`config.mk`:
```
export PLATFORM = sky130hd
export DESIGN_NAME = lmrs_ctrl
export DESIGN_NICKNAME = d
export VERILOG_FILES = /design/src/rtl/core/lmrs_pkg.sv /design/src/rtl/core/lmrs_ctrl.sv
export SDC_FILE = /design/constraint.sdc
export NUM_CORES = 1
export LEC_CHECK = 0
export BUFFER_PORTS_ARGS = -buffer_cell sky130_fd_sc_hd__buf_4
export CORE_AREA = 2 2 39 41
export CTS_CLUSTER_DIAMETER = 120
export DETAILED_ROUTE_END_ITERATION = 6
export DIE_AREA = 0 0 41 43
export HOLD_SLACK_MARGIN = 0.06
export PLACE_DENSITY_LB_ADDON = 0.05
export SLEW_MARGIN = 30
export SYNTH_ARGS = -nofsm -noshare
export SYNTH_HDL_FRONTEND = slang
export SYNTH_SLANG_ARGS = --single-unit
```
`constraint.sdc`:
```
create_clock -name clock -period 1 [get_ports clock]
set_input_delay 0.1 -clock clock [delete_from_list [all_inputs] [get_ports clock]]
set_output_delay 0.1 -clock clock [all_outputs]
set_load 0.02 [all_outputs]
```
`src/rtl/core/lmrs_pkg.sv`:
```
`timescale 1ns / 1ps

package lmrs_pkg;

   // Default geometry
   localparam int DEF_PANEL_WIDTH = 32;
   localparam int DEF_MAX_BUFFERS = 8;
   localparam int MAX_PLANES      = 16;
   localparam int BUF_BYTES       = 128;
   localparam int BUF_AW          = 7;

   // Request operation codes
   localparam logic OP_WRITE = 1'b0;
   localparam logic OP_TICK  = 1'b1;

   // Register port
   localparam int CSR_IW = 3;
   localparam int CSR_DW = 5;
   localparam logic [CSR_IW-1:0] CSR_PLANE_COUNT      = 3'd0;
   localparam logic [CSR_IW-1:0] CSR_BUFFER_COUNT     = 3'd1;
   localparam logic [CSR_IW-1:0] CSR_BRIGHTNESS_LEVEL = 3'd2;
   localparam logic [CSR_IW-1:0] CSR_CLOCK_BRIGHTNESS = 3'd3;
   localparam logic [CSR_IW-1:0] CSR_CLOCK_COLOR      = 3'd4;
   localparam logic [CSR_IW-1:0] CSR_ANIM_COLOR       = 3'd5;

   localparam logic [4:0] RST_PLANE_COUNT  = 5'd8;
   localparam logic [3:0] RST_BUFFER_COUNT = 4'd5;

   // Color modes
   localparam logic [1:0] MODE_RED   = 2'd0;
   localparam logic [1:0] MODE_GREEN = 2'd1;

   // Word coding masks
   localparam logic [7:0] TOP_MASK   = 8'b11000000;
   localparam logic [7:0] RED_FILL   = 8'b00110000;
   localparam logic [7:0] GREEN_FILL = 8'b11000000;
   localparam logic [7:0] FILL_BYTE  = 8'hFF;

   // On-time terms
   localparam logic [15:0] ON_BASE       = 16'd200;
   localparam logic [15:0] ON_BUF1_EXTRA = 16'd2300;
   localparam logic [15:0] ON_CLOCK_STEP = 16'd800;

   // Special buffers and row addressing
   localparam logic [2:0] BUF_BONUS       = 3'd1;
   localparam logic [2:0] BUF_CLOCK       = 3'd2;
   localparam logic [4:0] ROW_WIDE_PLANES = 5'd8;

   typedef struct packed {
      logic clear_step;
      logic mem_write;
      logic start;
      logic read;
      logic load;
      logic emit;
      logic advance;
   } cmd_type;

   typedef struct packed {
      logic clear_last;
      logic out_free;
      logic last_word;
      logic last_byte;
   } status_type;

endpackage

```
`src/rtl/core/lmrs_ctrl.sv`:
```
`timescale 1ns / 1ps

module lmrs_ctrl
   import lmrs_pkg::*;
(
   input  logic       clock,
   input  logic       reset,
   input  logic       req_valid,
   output logic       req_ready,
   input  logic       req_operation,
   input  status_type status,
   output cmd_type    cmd
);

   typedef enum logic [2:0] {
      ST_CLEAR,
      ST_IDLE,
      ST_READ,
      ST_LOAD,
      ST_SHIFT
   } state_type;

   state_type state_ff, state_in;

   always_comb begin
      state_in  = state_ff;
      cmd       = '0;
      req_ready = 1'b0;
      case (state_ff)
         ST_CLEAR: begin
            cmd.clear_step = 1'b1;
            if (status.clear_last) begin
               state_in = ST_IDLE;
            end
         end
         ST_IDLE: begin
            req_ready = 1'b1;
            if (req_valid) begin
               if (req_operation == OP_TICK) begin
                  cmd.start = 1'b1;
                  state_in  = ST_READ;
               end else begin
                  cmd.mem_write = 1'b1;
               end
            end
         end
         ST_READ: begin
            cmd.read = 1'b1;
            state_in = ST_LOAD;
         end
         ST_LOAD: begin
            // take the first byte, prefetch the second
            cmd.load = 1'b1;
            cmd.read = 1'b1;
            state_in = ST_SHIFT;
         end
         ST_SHIFT: begin
            if (status.out_free) begin
               cmd.emit = 1'b1;
               if (status.last_word) begin
                  if (status.last_byte) begin
                     cmd.advance = 1'b1;
                     state_in    = ST_IDLE;
                  end else begin
                     cmd.read = 1'b1;
                  end
               end
            end
         end
         default: begin
            state_in = ST_IDLE;
         end
      endcase
   end

   always_ff @(posedge clock) begin
      if (reset) begin
         state_ff <= ST_CLEAR;
      end else begin
         state_ff <= state_in;
      end
   end

endmodule

```
Word-level counts from Yosys, hierarchy flattened
Index checks and enable logic that the tools add are counted.
W data, S select, Z words.

cells by class
  equal/unequal tests = 10
  multiplexer cells = 22
  reductions and logical operators = 3

operators with widths
  operator              number
  $mux W3               6
  $pmux W3 S5           1
  $ne A2 B2 Y1 const B  6
  $mux W1               10
  $mux W2               4
  $eq A3 B2 Y1 const B  2
  $reduce_and A6 Y1     1
  $eq A3 B1 Y1 const B  1
  $eq A3 B3 Y1 const B  1
  $logic_not A3 Y1      1
  $pmux W1 S2           1
  $reduce_or A2 Y1      1

storage, ports and cells
  flip-flop bits (word level) = 3
  bits of input ports = 8
  output and inout port bits = 8
  word-level logic and storage cells = 36

Depth between registers and ports, before layout
Gate-level depths: netlist of the first run.

  word-level depth = 4
  mapped depth = 4
  gate-level depth less buffers = 3

Worst setup path before layout of the first run
Ideal clock, no wire load.

  path type = reg2out
  start = reg state_ff[2]
  end = out cmd[5] (netlist name)
  data arrival time = 1.306 ns
  data required time = 0.900 ns
  path slack = -0.406 ns
  cell stages (with the launch flop) = 4
  path buffers = 1
  path through = dfxtp_1 buf_4 nand2b_4 nor4b_1

RTL lines
  item                    line             text
  start, declared         lmrs_ctrl.sv:23  state_type state_ff, state_in;
  start signal, assigned  lmrs_ctrl.sv:80  state_ff <= state_in;
  end, declared           lmrs_ctrl.sv:12  output cmd_type cmd

==> flow_summary.ini, run 1 <==
[critical_path]
startpoint = state_ff[0]
path_common_cell = and3_4
path_cells = nor2_4 > and3_4 > and3_4 > buf_6
arrival_ns = 1.18
crit_type = reg -> out
max_stage_delay_ns = 0.36
rrSetupSlack_ns = 0
cp-end-kind = output pin
crit_buf_inv = 1
path_delay_family = simple AND/OR/NAND/NOR gates
crit_slowest_cell = dfxtp_4
r2r_start = state_ff[0]
cp_max_fo = 4
startpoint_type = register
cp.required_ns = 0.90

[timing]
skew_ns = 0.002185
relSlewSlack_pct = 87.48
finalSetupViolations = 9
hold_ws_ns = 0.1395
slew_violations = 0
period_minus_slack_ns = 1.284
max_freq_mhz = 778.6
finalSetupTns_ns = -1.570
final_hold_viol_count = 0
tightestPinTransition_ns = 0.1866
rsz0062_at_grt = yes
fin_ws_ns = -0.2844
finalCritPeriodShare_pct = 128.4

[pwr]
power_leakage_nw = 0.2254
netSwitchingPower_mw = 0.1574
p_per_area_mw_per_mm2 = 997.1
power_switching_share_pct = 30.03
pwr-share-clk_pct = 41.6
pwr-share-comb_pct = 32.5
power.total_mw = 0.5240
p_seq_share_pct = 25.9
irDropWorstVdd_v = 0.0003323
p_int_mw = 0.3666

[yosys]
yosys_warnings = 0
synth-simple-area-share_pct = 52.00
synth_cell_types = 20
synth_top_family_by_area = simple AND/OR/NAND/NOR gates
synth-compound-area-share_pct = 15.43
netlist_instances = 27
synthXorXnorAreaFrac_pct = 0
ys_async_sr_fraction_pct = 0
synthFlopType = dfxtp_1
ys_seq_area_share_pct = 27.43
synth_fa_ha_area_share_pct = 0
synth_mux_area_share_pct = 0
syn_avg_cell_area_um2 = 8.110
yosys-top-cells-count = 3 x dfxtp_1, 3 x nand4_1, 2 x nand2b_1, 2 x nor2_1, 2 x nor3_1
syn-cell-area_um2 = 219.0
synth_area_leaders = dfxtp_1 27%, nand4_1 8.6%, nand2b_4 6.3%
synth_nets = 35
synth-edff-count = 0
synth_top_cell_area_share_pct = 27.43
synth_seq_cells = 3
synth_area_leader_cell = dfxtp_1

[finish]
syn_to_final_growth_pct = 140.0
largest_reg_flops = 3
postLayoutCoreUtil_pct = 37.97
n_antenna_cell = 0
layout-drive-gt1-share_pct = 74.07
regMostFlops = state_ff
top_regs = state_ff: 3 flops
layout.cells.non_filler = 70
fin_nets = 63

[global_routing]
grt_max_degree = 8
grtUsageTotal_pct = 12.41
grt_pass1_vias = 348
grt_overflow = 0
antenna_found_initial = 0
grt_pass1_wl_mm = 1.345

[cts]
cts_buffers = 3
clockRootBuffer = clkbuf_4
clk_path_buf_depth = 2
clkTransAtPathRegs_ns = 0.03
cts.sinks = 3
insertion_delay_ns = 0.24
cts_tree = yes
htreeDepth = 1

[min_path]
hp-class = in -> reg
worstHoldStart = status[3]

[placed_design]
dp.cells = 63
gp_congestion = 0.6586
port_buffers = 15
post-dp-hpwl_um = 591.4

[routing]
ant_nets = 0
initialDrtViolationCount = 0
dr.pass1.iters = 1
vias = 316
vias_per_cell = 4.514
wl_um = 760
wire_per_inst_um = 10.86
drc = 0

[floorplanning]
start_util_pct = 15.82
io_pins = 16
dieHeight_um = 43
die-area_mm2 = 0.001763
core-area_mm2 = 0.001384
row_count = 14
die_w_um = 41

[outcome]
violations = setup timing
status = finished with violations

[flow_run]
max_cap_violations = 0
-- final timing paths --
| path | endpoint | depth (start not counted) |
|---|---|---|
| max | cmd[0] | 4 |
| max reg2reg | state_ff[2] | 4 |
| min | state_ff[0] | 3 |
| min reg2reg | state_ff[1] | 2 |
-- cell type report --
class | instances | area [µm²]
inverter | 1 | 3.754
tap | 16 | 20.02
clock buffer | 4 | 26.28
multi-input combinational | 22 | 195.2
fill | 156 | 858.3
sequential | 3 | 71.32
timing repair buffer | 24 | 209.0
-- metrics by stage --
step	worst slack, ns	cell area, µm²
floorplan	-0.02925	252.7
global placement	-0.05045	422.9
detailed placement	-0.06659	422.9
CTS	-0.2965	514.2
global route	-0.3223	525.5
finish	-0.2844	525.5
-- placed cells by master (no fill, tap or decap), types with 2 or more instances in the layout --
cell type	count
buf_6	7
dfxtp_4	3
and3_4	2
nor3_2	2
nand2b_1	2
buf_4	16
nand4_1	3
nor2_4	2
clkbuf_4	3
-- per-layer routing --
metal / track usage [%] / up-vias / share of wire, %
li1: - / 157 / -
met1: 10.83 / 144 / 37
met2: 18.75 / 11 / 54
met3: 3.141 / 4 / 3.4
met4: 16.00 / 0 / 5.0
met5: 0 / - / 0
-- power by group through the flow --
stage | clock network (mW) | logic, mW | registers (mW)
finish | 0.218 | 0.170 | 0.136
global route | 0.230 | 0.186 | 0.137
CTS | 0.231 | 0.164 | 0.135
detailed placement | 0 | 0.146 | 0.139
global placement | 0 | 0.145 | 0.139
floorplan | 0 | 0.0644 | 0.140
-- worst register-to-register path: cells and delay by family (launching register included) --
kind / cells / cell delay (ns)
DFF: 1 / 0.36
and+or+nand+nor: 2 / 0.26
AOI/OAI and AO/OA: 1 / 0.14
buffers and inverters: 1 / 0.14
-- what timing repair did --
item / 4_1_cts / 5_1_grt
endpoints found under the hold margin: 3 / 0
hold buffers: 1 / 0
setup endpoints to repair: 11 / 9
pin swaps: 6 / 2
buffers inserted: 2 / 0
gates resized for setup: 13 / 3
-- kinds of logic (layout without fill, tap and decap cells) --
family          count (synthesis)  in the layout
simple gates                   17             17
compound gates                  5              5
flops                           3              3
buf+inv                         2             29
Power figures use the tool's default switching activity.
==> run 2: changes to the inputs <==
--- a/config.mk
+++ b/config.mk
@@ -12,6 +12,7 @@
 export DIE_AREA = 0 0 41 43
 export HOLD_SLACK_MARGIN = 0.06
 export PLACE_DENSITY_LB_ADDON = 0.05
+export SKIP_LAST_GASP = 1
 export SLEW_MARGIN = 30
 export SYNTH_ARGS = -nofsm -noshare
 export SYNTH_HDL_FRONTEND = slang
==> run 2 against run 1 <==
Net effect: the flow still finishes with violations (setup timing); combinational power is essentially flat; die area unchanged; clock skew hardly changed; hold slack about the same; clock power is essentially flat; cell count stayed put; routed wire length grew 1.2%; setup slack worse by 0.00088 ns; core utilization rose by 0.72 points; sequential share of layout area decreased by 0.25 points; global-route usage down 0.10 points; critical path type unchanged; largest power group unchanged.
==> flow_summary.ini, run 2 (synthesis results as in run 1) <==
[outcome]
status = finished with violations
violations = setup timing

[critical_path]
crit_slowest_cell = dfxtp_4
cp_max_fo = 4
cp-end-kind = output pin
reg2reg_depth = 4
path_common_cell = and3_4
path_cells = nor2_4 > and3_4 > and3_4 > buf_6
cp.required_ns = 0.90
arrival_ns = 1.19
startpoint_type = register
crit_type = reg -> out
max_stage_delay_ns = 0.36

[routing]
drc = 0
ant_nets = 0
wire_per_inst_um = 10.99
vias_per_cell = 4.586
vias = 321
initialDrtViolationCount = 0
wl_um = 769
dr.pass1.iters = 1

[cts]
clk_path_buf_depth = 2
clockRootBuffer = clkbuf_4
cts_tree = yes
cts.sinks = 3
htreeDepth = 1
cts_buffers = 3
clkTransAtPathRegs_ns = 0.03
insertion_delay_ns = 0.24

[finish]
regMostFlops = state_ff
postLayoutCoreUtil_pct = 38.70
layout_commonest_cell = buf_4
n_antenna_cell = 0
largest_reg_flops = 3
layout_common_cells = 15 x buf_4, 8 x buf_6, 3 x nand4_1, 3 x clkbuf_4, 3 x dfxtp_4
fin_nets = 63
layout-drive-gt1-share_pct = 75.93
syn_to_final_growth_pct = 144.6
layout.cells.non_filler = 70
top_regs = state_ff: 3 flops

[timing]
finalSetupViolations = 9
tightestPinTransition_ns = 0.1866
slew_violations = 0
hold_ws_ns = 0.1395
finalCritPeriodShare_pct = 128.5
period_minus_slack_ns = 1.285
fin_ws_ns = -0.2853
skew_ns = 0.002192
max_freq_mhz = 778.0
relSlewSlack_pct = 87.48
final_hold_viol_count = 0
rsz0062_at_grt = yes

[pwr]
power_leakage_nw = 0.2295
irDropWorstVdd_v = 0.0003327
p_per_area_mw_per_mm2 = 984.6
power.total_mw = 0.5273

[min_path]
hold_depth = 3
hp-class = in -> reg

[floorplanning]
start_util_pct = 15.82
row_count = 14
core-area_mm2 = 0.001384
die-area_mm2 = 0.001763
die_w_um = 41
dieHeight_um = 43
io_pins = 16

[placed_design]
port_buffers = 15
post-dp-hpwl_um = 591.4
gp_congestion = 0.6586
dp.cells = 63
dpl_worst_slack_ns = -0.06659

[global_routing]
grt_pass1_vias = 347
grt_max_degree = 8
grt_overflow = 0
antenna_found_initial = 0
grt_pass1_wl_mm = 1.331
grtUsageTotal_pct = 12.31

[flow_run]
max_cap_violations = 0
[run 2: cell counts in the layout (fill, tap and decap cells not counted)]
No cell type changed its count.
[run 2: path summary, 6_finish.rpt]
check | slack, ns | start | to
worst min register to register | 0.56 | state_ff[2] | state_ff[1]
worst max register to register | 0 | state_ff[0] | state_ff[2]
worst min-delay path | 0.14 | status[3] | state_ff[0]
worst max-delay path | -0.29 | state_ff[0] | cmd[0]
[run 2: layout make-up]
class / count / area, µm²
inverter: 1 / 3.754
fill: 156 / 848.3
clock buffer: 4 / 26.28
sequential: 3 / 71.32
timing repair buffer: 24 / 212.7
multi-input combinational: 22 / 201.4
tap: 16 / 20.02
[run 2: metal layers]
metal | part of all wire (%) | track usage [%]
met5 | 0 | 0
met2 | 55 | 18.75
met4 | 4.9 | 16.00
met3 | 4.4 | 3.141
met1 | 35 | 10.51
[run 2: repair_timing]
action | 4_1_cts | 5_1_grt
hold buffers | 1 | 0
pin swaps | 6 | 2
buffers inserted | 2 | 0
resized for setup | 12 | 6
setup endpoints to repair | 11 | 11
hold endpoints to repair | 3 | 0
[run 2: metrics by stage]
step | instance area, µm² | TNS [ns]
2_1_floorplan | 252.7 | -0.1211
3_3_place_gp | 422.9 | -0.1384
3_5_place_dp | 422.9 | -0.1377
4_1_cts | 514.2 | -1.700
5_1_grt | 535.5 | -1.965
6_report | 535.5 | -1.576
[run 2: power breakdown]
| group | total (mW) | switching, mW | internal [mW] |
|---|---|---|---|
| clock | 0.218 | 0.0683 | 0.150 |
| combinational | 0.173 | 0.0783 | 0.0952 |
| sequential | 0.136 | 0.0121 | 0.124 |
| total | 0.527 | 0.159 | 0.369 |
[run 2: critical path, delay by kind of cell, from the launching register on]
family	cells	cell delay, ns
buffers and inverters	1	0.11
flip-flops	1	0.36
AND/OR/NAND/NOR	3	0.48
